[config.mk]
export PLATFORM = sky130hd
export DESIGN_NAME = descending_batch_sorter
export DESIGN_NICKNAME = d
export VERILOG_FILES = /design/src/rtl/core/dbs_pkg.sv /design/src/rtl/core/dbs_cell.sv /design/src/rtl/core/dbs_chain.sv /design/src/rtl/core/descending_batch_sorter.sv
export SDC_FILE = /design/constraint.sdc
export NUM_CORES = 2
export LEC_CHECK = 0
export BUFFER_PORTS_ARGS = -buffer_cell sky130_fd_sc_hd__buf_2
export CELL_PAD_IN_SITES_DETAIL_PLACEMENT = 1
export CELL_PAD_IN_SITES_GLOBAL_PLACEMENT = 2
export CORE_AREA = 2 2 368 443
export DETAILED_ROUTE_END_ITERATION = 10
export DIE_AREA = 0 0 370 445
export PLACE_DENSITY = 0.48
export SLEW_MARGIN = 20
export SYNTH_ARGS = -nofsm -noshare
export SYNTH_HDL_FRONTEND = slang
export SYNTH_SLANG_ARGS = --single-unit
[constraint.sdc]
create_clock -name clk -period 9.7 [get_ports clk]
set_input_delay 1.455 -clock clk [delete_from_list [all_inputs] [get_ports clk]]
set_output_delay 1.455 -clock clk [all_outputs]
set_load 0.03 [all_outputs]
[src/rtl/core/dbs_pkg.sv]
// shared constants and types for the descending batch sorter
`default_nettype none

package dbs_pkg;

    localparam int CAPACITY = 16;
    localparam int CNT_W    = $clog2(CAPACITY + 1);
    localparam int VAL_W    = 32;

    localparam logic [CNT_W-1:0] CAP_CNT = CNT_W'(CAPACITY);
    localparam logic [CNT_W-1:0] ONE_CNT = CNT_W'(1);

    typedef logic signed [VAL_W-1:0] value_t;
    typedef logic [CNT_W-1:0]        count_t;

    // per-cycle command broadcast along the cell row
    typedef struct packed {
        logic insert;
        logic shift;
    } cell_ctrl_t;

    typedef enum logic {
        ST_FILL,
        ST_DRAIN
    } state_t;

endpackage

`default_nettype wire

[src/rtl/core/dbs_cell.sv]
// one insertion cell: holds a value and its valid bit
`default_nettype none

module dbs_cell (
    input  wire logic                clk,
    input  wire logic                rst_n,
    input  wire dbs_pkg::cell_ctrl_t ctrl,
    input  wire dbs_pkg::value_t     new_value,
    input  wire dbs_pkg::value_t     prev_value,
    input  wire logic                prev_valid,
    input  wire logic                prev_keep,
    input  wire dbs_pkg::value_t     next_value,
    input  wire logic                next_valid,
    output dbs_pkg::value_t          value,
    output logic                     valid,
    output logic                     keep
);
    import dbs_pkg::*;

    value_t value_reg, value_next;
    logic   valid_reg, valid_next;

    // a valid cell stays put when its value is not smaller than the incoming one
    assign keep = valid_reg && (value_reg >= new_value);

    always_comb
    begin
        value_next = value_reg;
        valid_next = valid_reg;
        if (ctrl.insert && !keep)
        begin
            if (prev_keep)
            begin
                value_next = new_value;
                valid_next = 1'b1;
            end
            else
            begin
                value_next = prev_value;
                valid_next = prev_valid;
            end
        end
        else if (ctrl.shift)
        begin
            value_next = next_value;
            valid_next = next_valid;
        end
    end

    always_ff @(posedge clk or negedge rst_n)
    begin
        if (!rst_n)
        begin
            valid_reg <= 1'b0;
        end
        else
        begin
            valid_reg <= valid_next;
        end
    end

    always_ff @(posedge clk)
    begin
        value_reg <= value_next;
    end

    assign value = value_reg;
    assign valid = valid_reg;

endmodule

`default_nettype wire

[src/rtl/core/dbs_chain.sv]
// row of insertion cells, sorted descending from cell 0
`default_nettype none

module dbs_chain (
    input  wire logic                clk,
    input  wire logic                rst_n,
    input  wire dbs_pkg::cell_ctrl_t ctrl,
    input  wire dbs_pkg::value_t     new_value,
    output dbs_pkg::value_t          head_value
);
    import dbs_pkg::*;

    value_t cell_value [CAPACITY];
    logic   cell_valid [CAPACITY];
    logic   cell_keep  [CAPACITY];

    genvar i;
    generate
        for (i = 0; i < CAPACITY; i++)
        begin : g_cell
            value_t prev_value, next_value;
            logic   prev_valid, prev_keep, next_valid;

            if (i == 0)
            begin : g_first
                assign prev_value = '0;
                assign prev_valid = 1'b0;
                assign prev_keep  = 1'b1;
            end
            else
            begin : g_mid
                assign prev_value = cell_value[i-1];
                assign prev_valid = cell_valid[i-1];
                assign prev_keep  = cell_keep[i-1];
            end

            if (i == CAPACITY - 1)
            begin : g_last
                assign next_value = '0;
                assign next_valid = 1'b0;
            end
            else
            begin : g_inner
                assign next_value = cell_value[i+1];
                assign next_valid = cell_valid[i+1];
            end

            dbs_cell u_cell (
                .clk        (clk),
                .rst_n      (rst_n),
                .ctrl       (ctrl),
                .new_value  (new_value),
                .prev_value (prev_value),
                .prev_valid (prev_valid),
                .prev_keep  (prev_keep),
                .next_value (next_value),
                .next_valid (next_valid),
                .value      (cell_value[i]),
                .valid      (cell_valid[i]),
                .keep       (cell_keep[i])
            );
        end
    endgenerate

    assign head_value = cell_value[0];

endmodule

`default_nettype wire

[src/rtl/core/descending_batch_sorter.sv]
// top level of the descending batch sorter: control, counters and output word
//
//  channel | handshake                   | fields
//  --------+-----------------------------+------------------------------------
//  input   | start high, busy low        | value[31:0] signed, is_last
//  result  | valid for one cycle         | sorted_value[31:0] signed, is_final,
//          |                             | overflowed
//
// fill: one input word per cycle, each inserted into the cell row in that cycle unless the row is full
// drain: after the word marked is_last, with n words stored (n at most CAPACITY,
//   n not zero), busy stays high until all n have left; one result word leaves
//   per cycle, largest first, as the cell row shifts towards its head
// result words come from an output register, in the cycle after the shift
// reset clears the state, the count, the overflow flag and the cell valid bits
// the receiver cannot stall; results are never held back
`default_nettype none

module descending_batch_sorter (
    input  wire logic             clk,
    input  wire logic             rst_n,
    input  wire logic             start,
    output logic                  busy,
    input  wire dbs_pkg::value_t  value,
    input  wire logic             is_last,
    output logic                  valid,
    output dbs_pkg::value_t       sorted_value,
    output logic                  is_final,
    output logic                  overflowed
);
    import dbs_pkg::*;

    state_t     state_reg, state_next;
    count_t     count_reg, count_next;
    logic       ovf_reg, ovf_next;
    logic       valid_reg, valid_next;
    logic       final_reg, final_next;
    logic       ovf_out_reg, ovf_out_next;
    value_t     sorted_reg;
    cell_ctrl_t ctrl;
    value_t     head_value;
    logic       accept;
    logic       has_room;
    count_t     fill_count;
    logic       fill_ovf;

    assign accept   = start && (state_reg == ST_FILL);
    assign has_room = (count_reg < CAP_CNT);

    // count and overflow once the current word is taken in
    assign fill_count = (accept && has_room) ? count_reg + ONE_CNT : count_reg;
    assign fill_ovf   = ovf_reg || (accept && !has_room);

    // next state
    always_comb
    begin
        state_next = state_reg;
        case (state_reg)
            ST_FILL:
            begin
                if (accept && is_last && (fill_count != '0))
                begin
                    state_next = ST_DRAIN;
                end
            end
            ST_DRAIN:
            begin
                if (count_reg == ONE_CNT)
                begin
                    state_next = ST_FILL;
                end
            end
            default:
            begin
                state_next = ST_FILL;
            end
        endcase
    end

    // outputs and datapath control
    always_comb
    begin
        ctrl         = '0;
        count_next   = count_reg;
        ovf_next     = ovf_reg;
        valid_next   = 1'b0;
        final_next   = 1'b0;
        ovf_out_next = ovf_reg;
        case (state_reg)
            ST_FILL:
            begin
                ctrl.insert = accept && has_room;
                count_next  = fill_count;
                ovf_next    = fill_ovf;
                // empty batch end: nothing to emit, start afresh
                if (accept && is_last && (fill_count == '0))
                begin
                    ovf_next = 1'b0;
                end
            end
            ST_DRAIN:
            begin
                ctrl.shift   = 1'b1;
                valid_next   = 1'b1;
                final_next   = (count_reg == ONE_CNT);
                ovf_out_next = ovf_reg;
                count_next   = count_reg - ONE_CNT;
                if (count_reg == ONE_CNT)
                begin
                    ovf_next = 1'b0;
                end
            end
            default:
            begin
                ctrl = '0;
            end
        endcase
    end

    dbs_chain u_chain (
        .clk        (clk),
        .rst_n      (rst_n),
        .ctrl       (ctrl),
        .new_value  (value),
        .head_value (head_value)
    );

    always_ff @(posedge clk or negedge rst_n)
    begin
        if (!rst_n)
        begin
            state_reg   <= ST_FILL;
            count_reg   <= '0;
            ovf_reg     <= 1'b0;
            valid_reg   <= 1'b0;
            final_reg   <= 1'b0;
            ovf_out_reg <= 1'b0;
        end
        else
        begin
            state_reg   <= state_next;
            count_reg   <= count_next;
            ovf_reg     <= ovf_next;
            valid_reg   <= valid_next;
            final_reg   <= final_next;
            ovf_out_reg <= ovf_out_next;
        end
    end

    // result word payload, no reset needed
    always_ff @(posedge clk)
    begin
        if (ctrl.shift)
        begin
            sorted_reg <= head_value;
        end
    end

    assign busy         = (state_reg == ST_DRAIN);
    assign valid        = valid_reg;
    assign sorted_value = sorted_reg;
    assign is_final     = final_reg;
    assign overflowed   = ovf_out_reg;

endmodule

`default_nettype wire

# --- After elaboration in Yosys (flattened, before gate mapping) ---
# Index checks and enable logic that the tools add are counted.
op_classes:
  mul: 0
  div_mod_pow: 0
  n_reduce_logical: 74
  addsub: 2
  n_lt_le_gt_ge: 17
  n_eq_ne: 2
  muxes: 105
  bitwise: 1
  shift: 0
ops:
  columns: ["op", "count"]
  rows:
  - ["32-bit 2-to-1 mux", 47]
  - ["32-bit greater-or-equal comparator", 16]
  - ["1-bit 2-to-1 mux", 54]
  - ["1-bit logical AND", 38]
  - ["2-bit nonzero test", 16]
  - ["1-bit zero test", 17]
  - ["5-bit case mux with 2 select lines", 1]
  - ["5-bit by 1-bit adder with 5-bit output, second input constant", 1]
  - ["5-bit by 1-bit equality test with 1-bit output, second input constant", 1]
  - ["5-bit zero test", 1]
  - ["5-bit < comparator, second input constant", 1]
  - ["5-bit 2-to-1 mux", 1]
  - ["5-bit nonzero test", 1]
  - ["5-bit by 1-bit subtractor with 5-bit output, second input constant", 1]
  - ["1-bit case mux with 2 select lines", 2]
  - ["2-bit by 1-bit inequality test with 1-bit output, second input constant", 1]
  - ["1-bit logical OR", 1]
  - ["1-bit NOT", 1]
word_totals:
  reg_bits: 570
  latchBits: 0
  mem_bits_rw: 0
  mem_bits_ro: 0
  in_bits: 36
  word_cells: 240
  mem_count: 0
  output_inout_bits: 36

# --- Longest topological paths before layout ---
logic_depth:
  depth_word: 8
  ltp_mapped: 13
  ltp_nobuf: 10

# --- Modules after synthesis ---
# A second synthesis with hierarchy kept.
unflattened:
  hier_cells: 3867
  hier_area_um2: 46588.4
modules_own_cells:
  columns: ["module", "area_each_um2", "seq_area_each_um2", "instances", "cells_per_inst"]
  rows:
  - ["dbs_cell", 2813.9, 985.9, 16, 236]
  - ["descending_batch_sorter", 1557.7, 1211.2, 1, 89]
  - ["dbs_chain", 7.5, 0.0, 1, 2]

# --- Worst setup path before layout ---
# No wires, ideal clock.
synth_timing:
  kind: "input to register"
  start: "in value[1]"
  end: "reg u_chain.g_cell[2].u_cell.value_reg[0] (enable)"
  n_path_buf: 2
  slack_ns: 3.064
  arrival_time_ns: 6.171
  path_stages: 11
  required_time_ns: 9.234
  setup_ns: 0.466
  cell_sequence: "inv_1 ha_1 nor2b_1 o211ai_1 a21oi_1 or4_1 a2111o_1 and3_1 buf_2 buf_4 o21ai_0"
synth_between:
  elab_chain_cells: 5
synth_lines:
  columns: ["item", "line", "text"]
  rows:
  - ["start, declared", "descending_batch_sorter.sv:23", "input wire dbs_pkg::value_t value,"]
  - ["32-bit greater-or-equal comparator", "dbs_cell.sv:24", "assign keep = valid_reg && (value_reg >= new_value);"]
  - ["1-bit logical AND", "dbs_cell.sv:24", null]
  - ["1-bit zero test", "dbs_cell.sv:30", "if (ctrl.insert && !keep)"]
  - ["1-bit logical AND", "dbs_cell.sv:30", null]
  - ["2-bit nonzero test (no line)", null, null]
  - ["end signal, assigned", "dbs_cell.sv:64", "value_reg <= value_next;"]
  - ["end, declared", "dbs_cell.sv:20", "value_t value_reg, value_next;"]
# No other way between the ends.
# A chain may end at the register's enable or synchronous reset.

# --- Worst setup path after layout ---
layout_timing:
  start: "in value[23]"
  end: "reg u_chain.g_cell[8].u_cell.value_reg[25] (data pin)"
layout_between:
  elab_chain_cells: 5
  word_cells_on_any_way: 8
  cone_classes: "order compare (2); mux (2); reduce/logical (4)"
layout_lines:
  columns: ["item", "line"]
  rows:
  - ["32-bit greater-or-equal comparator", "dbs_cell.sv:24"]
  - ["1-bit logical AND", "dbs_cell.sv:24"]
  - ["1-bit zero test", "dbs_cell.sv:30"]
  - ["1-bit logical AND", "dbs_cell.sv:30"]
  - ["32-bit 2-to-1 mux (*)", "dbs_cell.sv:30"]
  - ["via u_chain.g_cell[8].u_cell.value_next[25]", "dbs_cell.sv:20"]
  - ["end signal, assigned", "dbs_cell.sv:64"]
  - ["end, declared", "dbs_cell.sv:20"]
# The timed path passes the listed nets; every way through them passes the cells marked *.

==> results_dict.tcl <==
set metrics [dict create \
    drt_pre_antenna_iters 5 \
    power_switching_share_pct 43.4 \
    number_of_placed_instances_with_taps_included 5964 \
    postCtsSetupBuffers 0 \
    vias_in_the_first_global_route 33024 \
    coreArea_mm2 0.160 \
    largest_reg_flops 512 \
    required_ns 10.10 \
    ys_ff_latch 570 \
    result_of_the_run "completed" \
    die_area_mm2 0.165 \
    wirelength_mm 154 \
    synth_fp_nets 4464 \
    first_iter_violations 1505 \
    slew_headroom_pct 21.8 \
    die-height_um 445 \
    setup_viol 0 \
    cts_made_buffers 77 \
    min_delay_path_depth 0 \
    cts.root.buffer_cell "sky130_fd_sc_hd__clkbuf_16" \
    power_frac_comb_pct 42.9 \
    floorplan.initialDensity_pct 24.8 \
    seq_power_share_pct 38.4 \
    vias_per_cell 5.05 \
    max-clock-path-buffers 3 \
    fin_nets 4475 \
    yosys.area.top_type "sky130_fd_sc_hd__edfxtp_1" \
    cpLargestDelayFamily "buffers and inverters" \
    grt_start_max_net_pins 68 \
    grt-ovfl-total 0 \
    grt_first_pass_wirelength_mm 228 \
    critical_path_peak_fanout 49 \
    kind_of_capture_point_of_the_worst_setup_path "flop" \
    overall_track_demand_over_capacity_in_global_routing_pct 18.6 \
    critical_path.reg2reg.startpoint "u_chain.g_cell[7].u_cell.value[31]$_DFFE_PP_" \
    area_added_between_synthesis_and_finish_pct 13.4 \
    netlist_instances 3913 \
    route.detailed.drc 0 \
    cts-resized-gates 0 \
    crit_cells 14 \
    crit_chain "buf_2 > inv_1 > buf_4 > ha_1 > nand4_1 > nor4_1 > a31oi_1 > o21ai_0 > mux2i_4 > buf_4 > or2_4 > buf_4 > a21oi_1 > a21oi_1" \
    portBuffers 71 \
    synth_sequential_area_ratio_pct 42.7 \
    clock_slew_at_the_register_clock_pins_of_the_worst_setup_and_hold_paths_ns 0.06 \
    quantity_of_hold_fixing_buffers_added_after_cts 0 \
    setup.worst_path.class "input port to flop" \
    crit_path_top_delay_cell "sky130_fd_sc_hd__nor4_1" \
    irDropWorstVdd_mv 0.115 \
    maxCapViolCount 0 \
    hpwl_mm 116 \
    finish.cell_count_without_fillers 6101 \
    post_place_setup_slack_ns 3.13 \
    worst_r2r_path_depth 11 \
    critical_path.n_buffers_inverters 5 \
    syn-mean-instance-area_um2 10.2 \
    cts_max_level 3 \
    synth_flop_type "sky130_fd_sc_hd__edfxtp_1" \
    p_leak_uw 0.0187 \
    min_delay_worst_endpoint "overflowed$_DFF_PN0_" \
    num_vias 30795 \
    synth.yosys.warnings 0 \
    boundaryPins 72 \
    antenna_found_initial 5 \
    p_sw_uw 6720 \
    post_synthesis_async_set_or_reset_flop_share_pct 4.56 \
    min_period_ns 5.93 \
    period_share_pct 61.1 \
    netlist_area_mm2 0.0398 \
    wl_per_cell_um 25.3 \
    drt.antenna.violating_nets 0 \
    hold_viol 0 \
    tritoncts "done" \
    worst-slew-pin-transition_ns 1.17 \
    startpoint_type "input port" \
    critical_path.max_stage_delay_ns 0.90 \
    die_width_um 370 \
    power.clock.fraction_pct 18.6 \
    clkSinkCount 570 \
    synthDistinctLibCells 84 \
    holdCritPathClass "flop to flop" \
    worst_path_most_repeated_cell "sky130_fd_sc_hd__buf_4" \
    final_critical_path_setup_slack_ns 3.77 \
    worst_ep_arrival_time_ns 6.33 \
    synth_enable_flop_cells 544 \
    synth_top_area_share_pct 41.1 \
    place.gp.congestion 0.769 \
    fin_setup_tns_ns 0 \
    clk_latency_ns 0.71 \
    total_power_density_per_cell_area_mw_per_mm2 343 \
    final_max_slew_viol_count 0 \
    skew_ns 0.0290 \
    timing.fmax_ghz 0.169 \
    worst_hold_startpoint "ovf_out_next$_DFFE_PN0P_" \
    critical_path.reg2reg.endpoint "u_chain.g_cell[8].u_cell.value[25]$_DFFE_PP_" \
    post_synth_main_area_contributors "sky130_fd_sc_hd__edfxtp_1 (41%), sky130_fd_sc_hd__ha_1 (16%), sky130_fd_sc_hd__a21oi_1 (7.8%), sky130_fd_sc_hd__mux2i_1 (6.9%), sky130_fd_sc_hd__o21ai_0 (3.9%)" \
    floorplan.rows 161 \
    rsz0062_at_grt "no" \
    reg2reg_slack_ns 4.95 \
    power.internal_uw 8760 \
    layout-drive-gt1-share_pct 11.5 \
]
==> cells by family (layout without fill, tap and decap cells) <==
| logic type | after synthesis | count (layout) | synth area share [%] |
|---|---|---|---|
| adder cells (fa/ha/maj) | 515 | 515 | 16.2 |
| XOR/XNOR | 4 | 4 | 0.0880 |
| AND/OR/NAND/NOR | 924 | 924 | 10.5 |
| buffers and inverters | 309 | 375 | 3.30 |
| multiplexers | 370 | 370 | 9.88 |
| AO/OA/AOI/OAI | 1221 | 1221 | 17.3 |
| other | 0 | 3 | 0 |
| flip-flops | 570 | 570 | 42.7 |
==> synth_stat cells (5+ instances only) <==
master	count
sky130_fd_sc_hd__mux2i_1	276
sky130_fd_sc_hd__nand2_1	227
sky130_fd_sc_hd__a21oi_1	624
sky130_fd_sc_hd__o21bai_1	5
sky130_fd_sc_hd__mux2_2	64
sky130_fd_sc_hd__o31ai_1	7
sky130_fd_sc_hd__nand4_1	88
sky130_fd_sc_hd__ha_1	515
sky130_fd_sc_hd__nor3_1	47
sky130_fd_sc_hd__a311oi_1	5
sky130_fd_sc_hd__a211o_1	6
sky130_fd_sc_hd__o21a_1	12
sky130_fd_sc_hd__a221oi_1	7
sky130_fd_sc_hd__o21ai_1	8
sky130_fd_sc_hd__a21boi_0	5
sky130_fd_sc_hd__and4_1	21
sky130_fd_sc_hd__a21oi_2	22
sky130_fd_sc_hd__nor2_1	409
sky130_fd_sc_hd__a31oi_1	68
sky130_fd_sc_hd__buf_6	10
sky130_fd_sc_hd__a211oi_1	21
sky130_fd_sc_hd__nor4_1	16
sky130_fd_sc_hd__o211ai_1	19
sky130_fd_sc_hd__nand3_1	26
sky130_fd_sc_hd__inv_1	73
sky130_fd_sc_hd__buf_4	6
sky130_fd_sc_hd__dfrtp_1	26
sky130_fd_sc_hd__nor2_2	18
sky130_fd_sc_hd__edfxtp_1	544
sky130_fd_sc_hd__and2_1	5
sky130_fd_sc_hd__buf_2	45
sky130_fd_sc_hd__nand2b_1	12
sky130_fd_sc_hd__a21o_1	50
sky130_fd_sc_hd__a2111oi_0	5
sky130_fd_sc_hd__buf_1	10
sky130_fd_sc_hd__or2_2	9
sky130_fd_sc_hd__mux2_4	29
sky130_fd_sc_hd__nor2b_1	22
sky130_fd_sc_hd__o21ai_0	307
sky130_fd_sc_hd__clkbuf_1	164
==> per-stage QoR <==
stage,power (uW),hold slack (ns),area [um2],util [%]
2_1_floorplan,10000,0.375,39800,-
3_3_place_gp,12700,0.394,42700,26.7
3_5_place_dp,12800,0.401,42700,26.7
4_1_cts,15800,0.411,45100,28.2
5_1_grt,16800,0.430,45100,28.2
6_report,15500,0.406,45100,28.2
==> per-layer routing <==
layer / wire, um / global-route usage (%)
met1: 70000 / 23.8
met5: 13 / 0
met3: 3560 / 2.06
met4: 2470 / 4.26
met2: 78300 / 33.2
==> worst max path at each step <==
stage	start	end	slack [ns]
after floorplan	value[1]	u_chain.g_cell[2].u_cell.value[0]$_DFFE_PP_	3.06
after global placement	value[23]	u_chain.g_cell[8].u_cell.value[27]$_DFFE_PP_	3.18
after detailed placement	value[23]	u_chain.g_cell[8].u_cell.value[22]$_DFFE_PP_	3.13
after CTS	value[23]	u_chain.g_cell[8].u_cell.value[22]$_DFFE_PP_	3.90
after global routing	value[5]	u_chain.g_cell[6].u_cell.value[6]$_DFFE_PP_	3.50
final	value[23]	u_chain.g_cell[8].u_cell.value[25]$_DFFE_PP_	3.77
==> cells in the final DEF, fill, tap and decap left out, drive strengths merged, types with 5 or more instances in the layout <==
cell type,netlist,final
a221oi,7,7
a211oi,23,23
clkinv,1,29
edfxtp,544,544
o21a,12,12
a2111oi,5,5
buf,71,167
nand4,88,88
clkbuf,164,98
o21ai,317,317
dfrtp,26,26
nand2b,13,13
nand3,26,26
nor3,48,48
a311oi,6,6
mux2i,277,277
mux2,93,93
o31ai,7,7
a21oi,646,646
o21bai,5,5
and2,6,6
or2,11,11
inv,73,76
nor2,427,427
a31oi,68,68
a21o,50,50
o211ai,19,19
a21boi,6,6
and4,21,21
nor2b,22,22
nor4,16,16
nand2,227,227
a211o,6,6
ha,515,515
==> power by group through the flow <==
stage / Combinational [uW] / Clock [uW] / Sequential, uW
global placement: 6600 / 0 / 6070
global route: 7580 / 3080 / 6130
CTS: 6740 / 3020 / 6010
finish: 6650 / 2880 / 5950
detailed placement: 6710 / 0 / 6050
floorplan: 4590 / 0 / 5420
==> area by class of cell <==
type                       count  area [um2]
antenna                        3        7.51
clock buffer                  98        2070
clock inverter                36         340
fill                       17985      115000
inverter                      74         278
multi-input combinational   3034       21700
sequential                   570       17000
tap                         2119        2650
timing repair buffer         167        1090
(Power assumes the default switching activity.)
